## src/prps_pkg.sv

```systemverilog
// Shared types, constants and the cosine table of the point splat block.
package prps_pkg;

  localparam int CellWidthDef  = 106;
  localparam int CellHeightDef = 120;
  localparam int FrameColsDef  = 1920;
  localparam int FrameRowsDef  = 1080;
  localparam int QueueDepthDef = 4;

  localparam int ANGLE_STEPS = 72;
  localparam int ROM_SIZE    = 72;
  localparam int QUARTER     = ROM_SIZE / 4;

  localparam int COORD_W = 16;   // model coordinate width
  localparam int TRIG_W  = 10;   // Q8 cos/sin, +-256
  localparam int PROD_W  = COORD_W + TRIG_W;
  localparam int SUM_W   = PROD_W + 1;
  localparam int ROT_W   = SUM_W - 8;
  localparam int SCR_W   = 20;   // cell-relative coordinate, signed
  localparam int POS_W   = 16;   // frame position before the 11-bit mask
  localparam int PIX_W   = 11;
  localparam int ANG_W   = 7;
  localparam int COL_W   = 4;
  localparam int ROW_W   = 3;
  localparam int CFG_IDX_W  = 2;
  localparam int CFG_DATA_W = 7;

  localparam logic [CFG_IDX_W-1:0] CFG_ANGLE = 2'd0;
  localparam logic [CFG_IDX_W-1:0] CFG_COL   = 2'd1;
  localparam logic [CFG_IDX_W-1:0] CFG_ROW   = 2'd2;

  localparam logic signed [TRIG_W-1:0] COS_ROM [ROM_SIZE] = '{
    10'sd256, 10'sd255, 10'sd252, 10'sd247, 10'sd241, 10'sd232,
    10'sd222, 10'sd210, 10'sd196, 10'sd181, 10'sd165, 10'sd147,
    10'sd128, 10'sd108, 10'sd88, 10'sd66, 10'sd44, 10'sd22,
    10'sd0, -10'sd22, -10'sd44, -10'sd66, -10'sd88, -10'sd108,
    -10'sd128, -10'sd147, -10'sd165, -10'sd181, -10'sd196, -10'sd210,
    -10'sd222, -10'sd232, -10'sd241, -10'sd247, -10'sd252, -10'sd255,
    -10'sd256, -10'sd255, -10'sd252, -10'sd247, -10'sd241, -10'sd232,
    -10'sd222, -10'sd210, -10'sd196, -10'sd181, -10'sd165, -10'sd147,
    -10'sd128, -10'sd108, -10'sd88, -10'sd66, -10'sd44, -10'sd22,
    10'sd0, 10'sd22, 10'sd44, 10'sd66, 10'sd88, 10'sd108,
    10'sd128, 10'sd147, 10'sd165, 10'sd181, 10'sd196, 10'sd210,
    10'sd222, 10'sd232, 10'sd241, 10'sd247, 10'sd252, 10'sd255
  };

  // One classified point: base pixel, which of the 2x2 pixels land in frame.
  typedef struct packed {
    logic [PIX_W-1:0] x0;
    logic [PIX_W-1:0] y0;
    logic [3:0]       mask;
    logic [7:0]       red;
    logic [7:0]       green;
    logic [7:0]       blue;
    logic             last;
  } prps_job_t;

endpackage

```

## src/point_rotate_project_splat_core.sv

```systemverilog
// Point splatter: rotate about y, project into a slice cell, emit a 2x2 pixel block.
//
// Input stream (s_axis): one model point per item; tlast marks the model's last point.
// Output stream (m_axis): one item per pixel written, up to four per point, in the order
//   (x,y), (x+1,y), (x,y+1), (x+1,y+1); tlast closes each point's run. A point that
//   lands outside the cell gives no item, except the last point of the model, which then
//   gives one item with pixel_valid low and zero coordinates and colour.
// Config port: cfg_we_i writes cfg_wdata_i into register cfg_idx_i (0 angle step,
//   1 slice column, 2 slice row); write only while the block is drained.
// Path: stage 1 and stage 2 registers, the job queue, then the emitter output register.
// Throughput: the front end takes one point per cycle unless stalled; the emitter sends
//   one item per cycle while m_axis accepts, one per pixel (one for the dummy item),
//   four for a full splat. The queue lets the front end run ahead while m_axis stalls.
// Reset: control and config registers clear, queue empty, angle 0, cell (0,0).
// Stall: a held m_axis item stays stable; a full queue backs up to s_axis_tready.
module point_rotate_project_splat_core import prps_pkg::*; #(
  parameter int CELL_WIDTH  = CellWidthDef,
  parameter int CELL_HEIGHT = CellHeightDef,
  parameter int FRAME_COLS  = FrameColsDef,
  parameter int FRAME_ROWS  = FrameRowsDef,
  parameter int QUEUE_DEPTH = QueueDepthDef
) (
  input  logic                  clk_i,
  input  logic                  rst_ni,
  input  logic                  cfg_we_i,
  input  logic [CFG_IDX_W-1:0]  cfg_idx_i,
  input  logic [CFG_DATA_W-1:0] cfg_wdata_i,
  input  logic                  s_axis_tvalid,
  output logic                  s_axis_tready,
  // point_x, point_y, point_z, point_red, point_green, point_blue
  input  logic [71:0]           s_axis_tdata,
  input  logic                  s_axis_tlast,   // last_point
  output logic                  m_axis_tvalid,
  input  logic                  m_axis_tready,
  // pixel_x, pixel_y, pixel_red, pixel_green, pixel_blue, 2 zero bits
  output logic [47:0]           m_axis_tdata,
  // pixel_valid, model_done
  output logic [1:0]            m_axis_tuser,
  output logic                  m_axis_tlast    // run_last
);

  logic      push, queue_ready, job_valid, job_pop;
  prps_job_t job_in, job_head;

  logic [PIX_W-1:0] pixel_x, pixel_y;
  logic [23:0]      pixel_rgb;
  logic             pixel_valid, model_done;

  prps_front #(
    .CELL_WIDTH  (CELL_WIDTH),
    .CELL_HEIGHT (CELL_HEIGHT),
    .FRAME_COLS  (FRAME_COLS),
    .FRAME_ROWS  (FRAME_ROWS)
  ) u_front (
    .clk_i       (clk_i),
    .rst_ni      (rst_ni),
    .cfg_we_i    (cfg_we_i),
    .cfg_idx_i   (cfg_idx_i),
    .cfg_wdata_i (cfg_wdata_i),
    .in_valid_i  (s_axis_tvalid),
    .in_ready_o  (s_axis_tready),
    .in_data_i   (s_axis_tdata),
    .in_last_i   (s_axis_tlast),
    .job_valid_o (push),
    .job_ready_i (queue_ready),
    .job_o       (job_in)
  );

  prps_fifo #(
    .DEPTH (QUEUE_DEPTH)
  ) u_fifo (
    .clk_i   (clk_i),
    .rst_ni  (rst_ni),
    .push_i  (push),
    .ready_o (queue_ready),
    .data_i  (job_in),
    .valid_o (job_valid),
    .pop_i   (job_pop),
    .data_o  (job_head)
  );

  prps_back u_back (
    .clk_i         (clk_i),
    .rst_ni        (rst_ni),
    .job_valid_i   (job_valid),
    .job_i         (job_head),
    .job_pop_o     (job_pop),
    .out_valid_o   (m_axis_tvalid),
    .out_ready_i   (m_axis_tready),
    .pixel_x_o     (pixel_x),
    .pixel_y_o     (pixel_y),
    .pixel_rgb_o   (pixel_rgb),
    .pixel_valid_o (pixel_valid),
    .model_done_o  (model_done),
    .run_last_o    (m_axis_tlast)
  );

  assign m_axis_tdata = {2'b00, pixel_rgb, pixel_y, pixel_x};
  assign m_axis_tuser = {model_done, pixel_valid};

endmodule

```

## src/prps_front.sv

```systemverilog
// Front end: config registers, rotation, projection and 2x2 clip classification.
module prps_front import prps_pkg::*; #(
  parameter int CELL_WIDTH  = CellWidthDef,
  parameter int CELL_HEIGHT = CellHeightDef,
  parameter int FRAME_COLS  = FrameColsDef,
  parameter int FRAME_ROWS  = FrameRowsDef
) (
  input  logic                  clk_i,
  input  logic                  rst_ni,
  input  logic                  cfg_we_i,
  input  logic [CFG_IDX_W-1:0]  cfg_idx_i,
  input  logic [CFG_DATA_W-1:0] cfg_wdata_i,
  input  logic                  in_valid_i,
  output logic                  in_ready_o,
  input  logic [71:0]           in_data_i,
  input  logic                  in_last_i,
  output logic                  job_valid_o,
  input  logic                  job_ready_i,
  output prps_job_t             job_o
);

  logic [ANG_W-1:0] angle_q;
  logic [COL_W-1:0] col_q;
  logic [ROW_W-1:0] row_q;

  always_ff @(posedge clk_i or negedge rst_ni) begin
    if (!rst_ni) begin
      angle_q <= '0;
      col_q   <= '0;
      row_q   <= '0;
    end else if (cfg_we_i) begin
      case (cfg_idx_i)
        CFG_ANGLE: angle_q <= cfg_wdata_i[ANG_W-1:0];
        CFG_COL:   col_q   <= cfg_wdata_i[COL_W-1:0];
        CFG_ROW:   row_q   <= cfg_wdata_i[ROW_W-1:0];
        default: ;
      endcase
    end
  end

  // table lookup; sine is cosine a quarter turn back
  logic [ANG_W-1:0]          ang;
  logic [ANG_W:0]            sin_sum;
  logic [ANG_W-1:0]          sin_idx;
  logic signed [TRIG_W-1:0]  cos_v, sin_v;

  always_comb begin
    ang = ((angle_q < ANG_W'(ANGLE_STEPS)) && (angle_q < ANG_W'(ROM_SIZE))) ? angle_q : '0;
    sin_sum = {1'b0, ang} + (ANG_W+1)'(ROM_SIZE - QUARTER);
    sin_idx = (sin_sum >= (ANG_W+1)'(ROM_SIZE)) ? ANG_W'(sin_sum - (ANG_W+1)'(ROM_SIZE))
                                              : ANG_W'(sin_sum);
    cos_v = COS_ROM[ang];
    sin_v = COS_ROM[sin_idx];
  end

  logic signed [COORD_W-1:0] px, py, pz;
  assign px = in_data_i[15:0];
  assign py = in_data_i[31:16];
  assign pz = in_data_i[47:32];

  // stage 1: products
  logic                      s1_valid_q;
  logic signed [PROD_W-1:0]  prod_x_q, prod_z_q;
  logic signed [COORD_W-1:0] py1_q;
  logic [23:0]               rgb1_q;
  logic                      last1_q;

  // stage 2: cell-relative position
  logic                      s2_valid_q;
  logic                      in_cell_q;
  logic [POS_W-1:0]          sx_q, sy_q;
  logic [23:0]               rgb2_q;
  logic                      last2_q;

  logic s1_adv, s2_adv, need_push;

  assign s2_adv     = !s2_valid_q || !need_push || job_ready_i;
  assign s1_adv     = !s1_valid_q || s2_adv;
  assign in_ready_o = s1_adv;

  always_ff @(posedge clk_i or negedge rst_ni) begin
    if (!rst_ni) begin
      s1_valid_q <= 1'b0;
      s2_valid_q <= 1'b0;
    end else begin
      if (s1_adv) s1_valid_q <= in_valid_i;
      if (s2_adv) s2_valid_q <= s1_valid_q;
    end
  end

  always_ff @(posedge clk_i) begin
    if (s1_adv && in_valid_i) begin
      prod_x_q <= PROD_W'(px) * PROD_W'(cos_v);
      prod_z_q <= PROD_W'(pz) * PROD_W'(sin_v);
      py1_q    <= py;
      rgb1_q   <= in_data_i[71:48];
      last1_q  <= in_last_i;
    end
  end

  logic signed [SUM_W-1:0] sum;
  logic signed [ROT_W-1:0] rx;
  logic signed [SCR_W-1:0] sx, sy;
  logic                    in_cell;

  always_comb begin
    sum = SUM_W'(prod_x_q) + SUM_W'(prod_z_q);
    rx  = sum[SUM_W-1:8];   // floor divide by 256
    sx  = SCR_W'(rx) + SCR_W'(CELL_WIDTH / 2);
    sy  = SCR_W'(CELL_HEIGHT / 2) - SCR_W'(py1_q);
    in_cell = (sx >= 0) && (sx < SCR_W'(CELL_WIDTH)) &&
              (sy >= 0) && (sy < SCR_W'(CELL_HEIGHT));
  end

  always_ff @(posedge clk_i) begin
    if (s2_adv && s1_valid_q) begin
      in_cell_q <= in_cell;
      sx_q      <= sx[POS_W-1:0];
      sy_q      <= sy[POS_W-1:0];
      rgb2_q    <= rgb1_q;
      last2_q   <= last1_q;
    end
  end

  // classify the 2x2 block against the frame
  logic [POS_W-1:0] x0, y0, x1, y1;
  logic             xin0, xin1, yin0, yin1;
  logic [3:0]       mask;

  always_comb begin
    x0   = POS_W'(CELL_WIDTH) * POS_W'(col_q) + sx_q;
    y0   = POS_W'(CELL_HEIGHT) * POS_W'(row_q) + sy_q;
    x1   = x0 + POS_W'(1);
    y1   = y0 + POS_W'(1);
    xin0 = x0 < POS_W'(FRAME_COLS);
    xin1 = x1 < POS_W'(FRAME_COLS);
    yin0 = y0 < POS_W'(FRAME_ROWS);
    yin1 = y1 < POS_W'(FRAME_ROWS);
    mask = in_cell_q ? {xin1 & yin1, xin0 & yin1, xin1 & yin0, xin0 & yin0} : 4'b0000;
    need_push = (mask != 4'b0000) || last2_q;
  end

  assign job_valid_o = s2_valid_q && need_push;
  assign job_o.x0    = x0[PIX_W-1:0];
  assign job_o.y0    = y0[PIX_W-1:0];
  assign job_o.mask  = mask;
  assign job_o.red   = rgb2_q[7:0];
  assign job_o.green = rgb2_q[15:8];
  assign job_o.blue  = rgb2_q[23:16];
  assign job_o.last  = last2_q;

endmodule

```

## src/prps_fifo.sv

```systemverilog
// Short job queue between the classifying front end and the pixel emitter.
module prps_fifo import prps_pkg::*; #(
  parameter int DEPTH = QueueDepthDef
) (
  input  logic      clk_i,
  input  logic      rst_ni,
  input  logic      push_i,
  output logic      ready_o,
  input  prps_job_t data_i,
  output logic      valid_o,
  input  logic      pop_i,
  output prps_job_t data_o
);

  localparam int PTR_W = (DEPTH > 1) ? $clog2(DEPTH) : 1;
  localparam int CNT_W = $clog2(DEPTH + 1);

  prps_job_t        mem_q [DEPTH];
  logic [PTR_W-1:0] wr_ptr_q, rd_ptr_q;
  logic [CNT_W-1:0] count_q;
  logic             do_push, do_pop;

  assign ready_o = count_q != CNT_W'(DEPTH);
  assign valid_o = count_q != '0;
  assign do_push = push_i && ready_o;
  assign do_pop  = pop_i && valid_o;
  assign data_o  = mem_q[rd_ptr_q];

  always_ff @(posedge clk_i or negedge rst_ni) begin
    if (!rst_ni) begin
      wr_ptr_q <= '0;
      rd_ptr_q <= '0;
      count_q  <= '0;
    end else begin
      if (do_push) begin
        wr_ptr_q <= (wr_ptr_q == PTR_W'(DEPTH - 1)) ? '0 : wr_ptr_q + PTR_W'(1);
      end
      if (do_pop) begin
        rd_ptr_q <= (rd_ptr_q == PTR_W'(DEPTH - 1)) ? '0 : rd_ptr_q + PTR_W'(1);
      end
      if (do_push && !do_pop) count_q <= count_q + CNT_W'(1);
      else if (do_pop && !do_push) count_q <= count_q - CNT_W'(1);
    end
  end

  always_ff @(posedge clk_i) begin
    if (do_push) mem_q[wr_ptr_q] <= data_i;
  end

endmodule

```

## src/prps_back.sv

```systemverilog
// Back end: walks queued 2x2 masks; a pixel item per cycle unless held.
module prps_back import prps_pkg::*; (
  input  logic             clk_i,
  input  logic             rst_ni,
  input  logic             job_valid_i,
  input  prps_job_t        job_i,
  output logic             job_pop_o,
  output logic             out_valid_o,
  input  logic             out_ready_i,
  output logic [PIX_W-1:0] pixel_x_o,
  output logic [PIX_W-1:0] pixel_y_o,
  output logic [23:0]      pixel_rgb_o,
  output logic             pixel_valid_o,
  output logic             model_done_o,
  output logic             run_last_o
);

  logic [3:0] done_q;
  logic [3:0] rem, pick, rem_next;
  logic [1:0] sel;
  logic       drawn, load, final_px;

  always_comb begin
    rem  = job_i.mask & ~done_q;
    pick = rem & (~rem + 4'd1);   // lowest set bit
    sel  = {pick[3] | pick[2], pick[3] | pick[1]};
    rem_next = rem & ~pick;
    drawn    = job_i.mask != 4'b0000;
    final_px = rem_next == 4'b0000;
    load     = job_valid_i && (!out_valid_o || out_ready_i);
  end

  assign job_pop_o = load && final_px;

  always_ff @(posedge clk_i or negedge rst_ni) begin
    if (!rst_ni) begin
      done_q      <= '0;
      out_valid_o <= 1'b0;
    end else begin
      if (load) done_q <= final_px ? 4'b0000 : (done_q | pick);
      if (load) out_valid_o <= 1'b1;
      else if (out_ready_i) out_valid_o <= 1'b0;
    end
  end

  always_ff @(posedge clk_i) begin
    if (load) begin
      pixel_x_o     <= drawn ? job_i.x0 + PIX_W'(sel[0]) : '0;
      pixel_y_o     <= drawn ? job_i.y0 + PIX_W'(sel[1]) : '0;
      pixel_rgb_o   <= drawn ? {job_i.blue, job_i.green, job_i.red} : '0;
      pixel_valid_o <= drawn;
      model_done_o  <= job_i.last;
      run_last_o    <= final_px;
    end
  end

endmodule

```

## config.mk

```make
export PLATFORM = sky130hd
export DESIGN_NAME = point_rotate_project_splat_core
export DESIGN_NICKNAME = d
export VERILOG_FILES = /design/src/prps_pkg.sv /design/src/point_rotate_project_splat_core.sv /design/src/prps_front.sv /design/src/prps_fifo.sv /design/src/prps_back.sv
export SDC_FILE = /design/constraint.sdc
export NUM_CORES = 1
export LEC_CHECK = 0
export BUFFER_PORTS_ARGS = -buffer_cell sky130_fd_sc_hd__buf_2
export CAP_MARGIN = 20
export CORE_MARGIN = 2
export CORE_UTILIZATION = 40
export DETAILED_ROUTE_END_ITERATION = 8
export PLACE_DENSITY = 0.64
export SETUP_SLACK_MARGIN = 0.2
export SLEW_MARGIN = 20
export SYNTH_ARGS = -nofsm -noshare
export SYNTH_HDL_FRONTEND = slang
export SYNTH_HIERARCHICAL = 1
export SYNTH_SLANG_ARGS = --single-unit
```

## constraint.sdc

```tcl
create_clock -name clk_i -period 9.25 [get_ports clk_i]
set_input_delay 0.925 -clock clk_i [delete_from_list [all_inputs] [get_ports clk_i]]
set_output_delay 0.925 -clock clk_i [all_outputs]
set_load 0.01 [all_outputs]
```

==> impl_metrics.toml <==
[critical_path]
startpoint_type = "register"
rr_worst_depth = 29
arrival_ns = 8.85
critPathMaxStageDelay_ns = 0.80
worstSetupPathType = "register to register"
crit_top_cell = "fa_1"
endpoint_kind = "register"
r2r-start = "u_front/angle_q[4]$_DFFE_PN0P_"
cp.required_ns = 9.58
critPathMaxFanout = 17
rrSetupSlack_ns = 0.73
cp_slowest_cell = "or4b_1"
r2r-end = "u_front/prod_z_q[18]$_DFFE_PP_"

[clock_network]
clock_latency_ns = 0.59
cts.sinks = 432
clockBufferDepth = 3
cts_root_buffer = "clkbuf_16"
h-tree-depth = 2
cts_tree = "built"
numCtsBuffers = 46
clk_pin_slew_ns = 0.06
ctsHoldBuffers = 0

[cells_and_area]
drive_gt1_frac = 0.143
fin_area_um2 = 36400
nFillCells = 7373
syn_to_final_growth_pct = 11.1
seq_area_um2 = 12800
multi_input_area_um2 = 18100
nets = 3530
final_util = 0.451

[route]
wirelength_um = 70400
avgRoutedWirePerCell_um = 17.4
vias = 21000
detail_route.iter0.violations = 1327
post-route-drc-count = 0
ant_nets = 0
drtPass1Iterations = 5
drt-vias-per-instance = 5.20

[logic_synthesis]
synth_flop_cell = "edfxtp_1"
yosysWarningCount = 6
synth_top_area_cell = "edfxtp_1"
postSynthCellCount = 2816
netlist_top_cells_area = "edfxtp_1, fa_1, ha_1"
yosysSeqAreaShare = 0.391
synth.avg_cell_area_um2 = 11.6
synthArstFlopShare = 0.0648
ys_seq_elements = 432
ys_types = 105
ys_top_cells_by_count = "edfxtp_1, inv_1, fa_1, nand2_1, ha_1"
yosysMostFrequentCell = "edfxtp_1"
synth_edf_count = 404
synth.cell_area_um2 = 32800
yosysTopAreaCellShare = 0.370

[run]
cap_viol_max_count = 0

[placement]
dp_hpwl_um = 52200
place_area_um2 = 34700
gp_congestion = 0.899
port_buffers = 137

[worst_hold_path]
min_to = "u_front/rgb2_q[12]$_DFFE_PP_"
min_from = "u_front/rgb1_q[12]$_DFFE_PP_"
whs_path_depth = 0
hp-class = "register to register"

[global_route]
grt_pass1_wl_um = 115000
grt_pass1_vias = 21600
gr-total-overflow = 0
track_usage = 0.168
grt_start_max_net_pins = 63
antenna_found_initial = 4

[floorplan]
ios = 140
die_y_um = 290
start_util = 0.406
rows = 104
die_w_um = 290
coreArea_um2 = 80800
dieArea_um2 = 84300

[sta]
rsz0062_at_grt = "false"
relSlewSlack = 0.266
finalCritPeriodShare = 0.921
slew_violations = 0
fin_crit_ns = 8.52
skew_ns = 0.0313
worst_pin_slew_ns = 1.10
hold_violations = 0
finalSetupViolations = 0
timing.fmax_mhz = 117
tns_ns = 0

[outcome]
outcome = "finished clean"
[metal layers]
| metal | routed length [um] | vias to the layer above | GRT usage | share of wire |
|---|---|---|---|---|
| met5 | 38 | - | 0 | 0.00054 |
| met2 | 34200 | 448 | 0.287 | 0.49 |
| met3 | 3410 | 110 | 0.0265 | 0.048 |
| met4 | 1480 | 6 | 0.0403 | 0.021 |
| li1 | - | 9994 | - | - |
| met1 | 31200 | 10500 | 0.223 | 0.44 |
[worst max-delay path: cells and delay by family, from the launching register on]
family	cells	cell delay (ns)
buffers and inverters	6	0.85
XOR/XNOR	2	0.22
AND/OR/NAND/NOR	6	1.95
adder cells (fa/ha/maj)	6	2.94
AO/OA/AOI/OAI	9	1.92
flip-flops	1	0.40
[what timing repair did]
item	CTS	global route
resized for setup	0	3
setup buffers	0	0
endpoints found under the setup margin	0	14
[placed cells by master, fill, tap and decap left out, types with 14 or more instances in the layout]
master / n
fa_1: 286
nand2_1: 265
a211oi_1: 23
o21bai_1: 15
o21ai_0: 69
inv_1: 331
and3_1: 19
edfxtp_1: 404
and2_1: 118
nor2_1: 118
or3_1: 14
nor3_1: 35
o21a_1: 20
xnor2_1: 90
a31oi_1: 21
mux4_2: 52
xor2_1: 54
a21o_1: 26
nor2b_1: 57
buf_4: 62
mux2_2: 20
dfrtp_1: 26
nand2b_1: 22
buf_2: 137
nand4_1: 17
or2_2: 29
nand3_1: 46
ha_1: 214
clkbuf_16: 47
a21oi_1: 93
[flip-flops by register name, indices dropped and copies added (netlist names), 4 cells and up]
name,flops
u_fifo/mem_q,204
u_front/prod_x_q,26
u_front/prod_z_q,26
u_back/pixel_rgb_o,24
u_front/rgb1_q,24
u_front/rgb2_q,24
u_front/py1_q,16
u_front/sx_q,16
u_front/sy_q,16
u_back/pixel_x_o,11
u_back/pixel_y_o,11
u_front/angle_q,7
u_back/done_q,4
u_front/col_q,4
[worst max path at each step]
stage,start,depth (start not counted),endpoint
after floorplan,u_front/angle_q[3]$_DFFE_PN0P_,35,u_front/prod_z_q[18]$_DFFE_PP_
after global placement,u_front/angle_q[5]$_DFFE_PN0P_,30,u_front/prod_z_q[18]$_DFFE_PP_
after detailed placement,u_front/angle_q[5]$_DFFE_PN0P_,26,u_front/prod_z_q[18]$_DFFE_PP_
after CTS,u_front/angle_q[5]$_DFFE_PN0P_,26,u_front/prod_z_q[18]$_DFFE_PP_
after global routing,u_front/angle_q[5]$_DFFE_PN0P_,31,u_front/prod_z_q[18]$_DFFE_PP_
final,u_front/angle_q[4]$_DFFE_PN0P_,29,u_front/prod_z_q[18]$_DFFE_PP_
[final cells by class]
cell class	count	share of cell area
Antenna cell	1	0.0000687
Clock buffer	61	0.0354
Clock inverter	23	0.0107
Inverter	332	0.0342
Multi-Input combinational cell	1930	0.498
Sequential cell	432	0.353
Tap cell	1060	0.0364
Timing Repair Buffer	201	0.0327
[metrics by stage]
step                std cells  hold WS, ns  setup slack [ns]
floorplan                2817        0.400             0.303
global placement         3955        0.403             0.574
detailed placement       3955        0.405             0.438
CTS                      4039        0.414             0.444
global route             4039        0.424             0.288
finish                   4040        0.415             0.730
[cells by family after synthesis]
family          share of synthesized area
simple gates                        0.124
fa+ha+maj                           0.257
buf+inv                            0.0568
flops                               0.391
compound gates                     0.0834
xor+xnor                           0.0390
mux                                0.0479
other cells                      0.000114
Power is left out: the tool's default activity adds up to more than one toggle a clock period on the data nets, which glitch-free logic cannot reach.
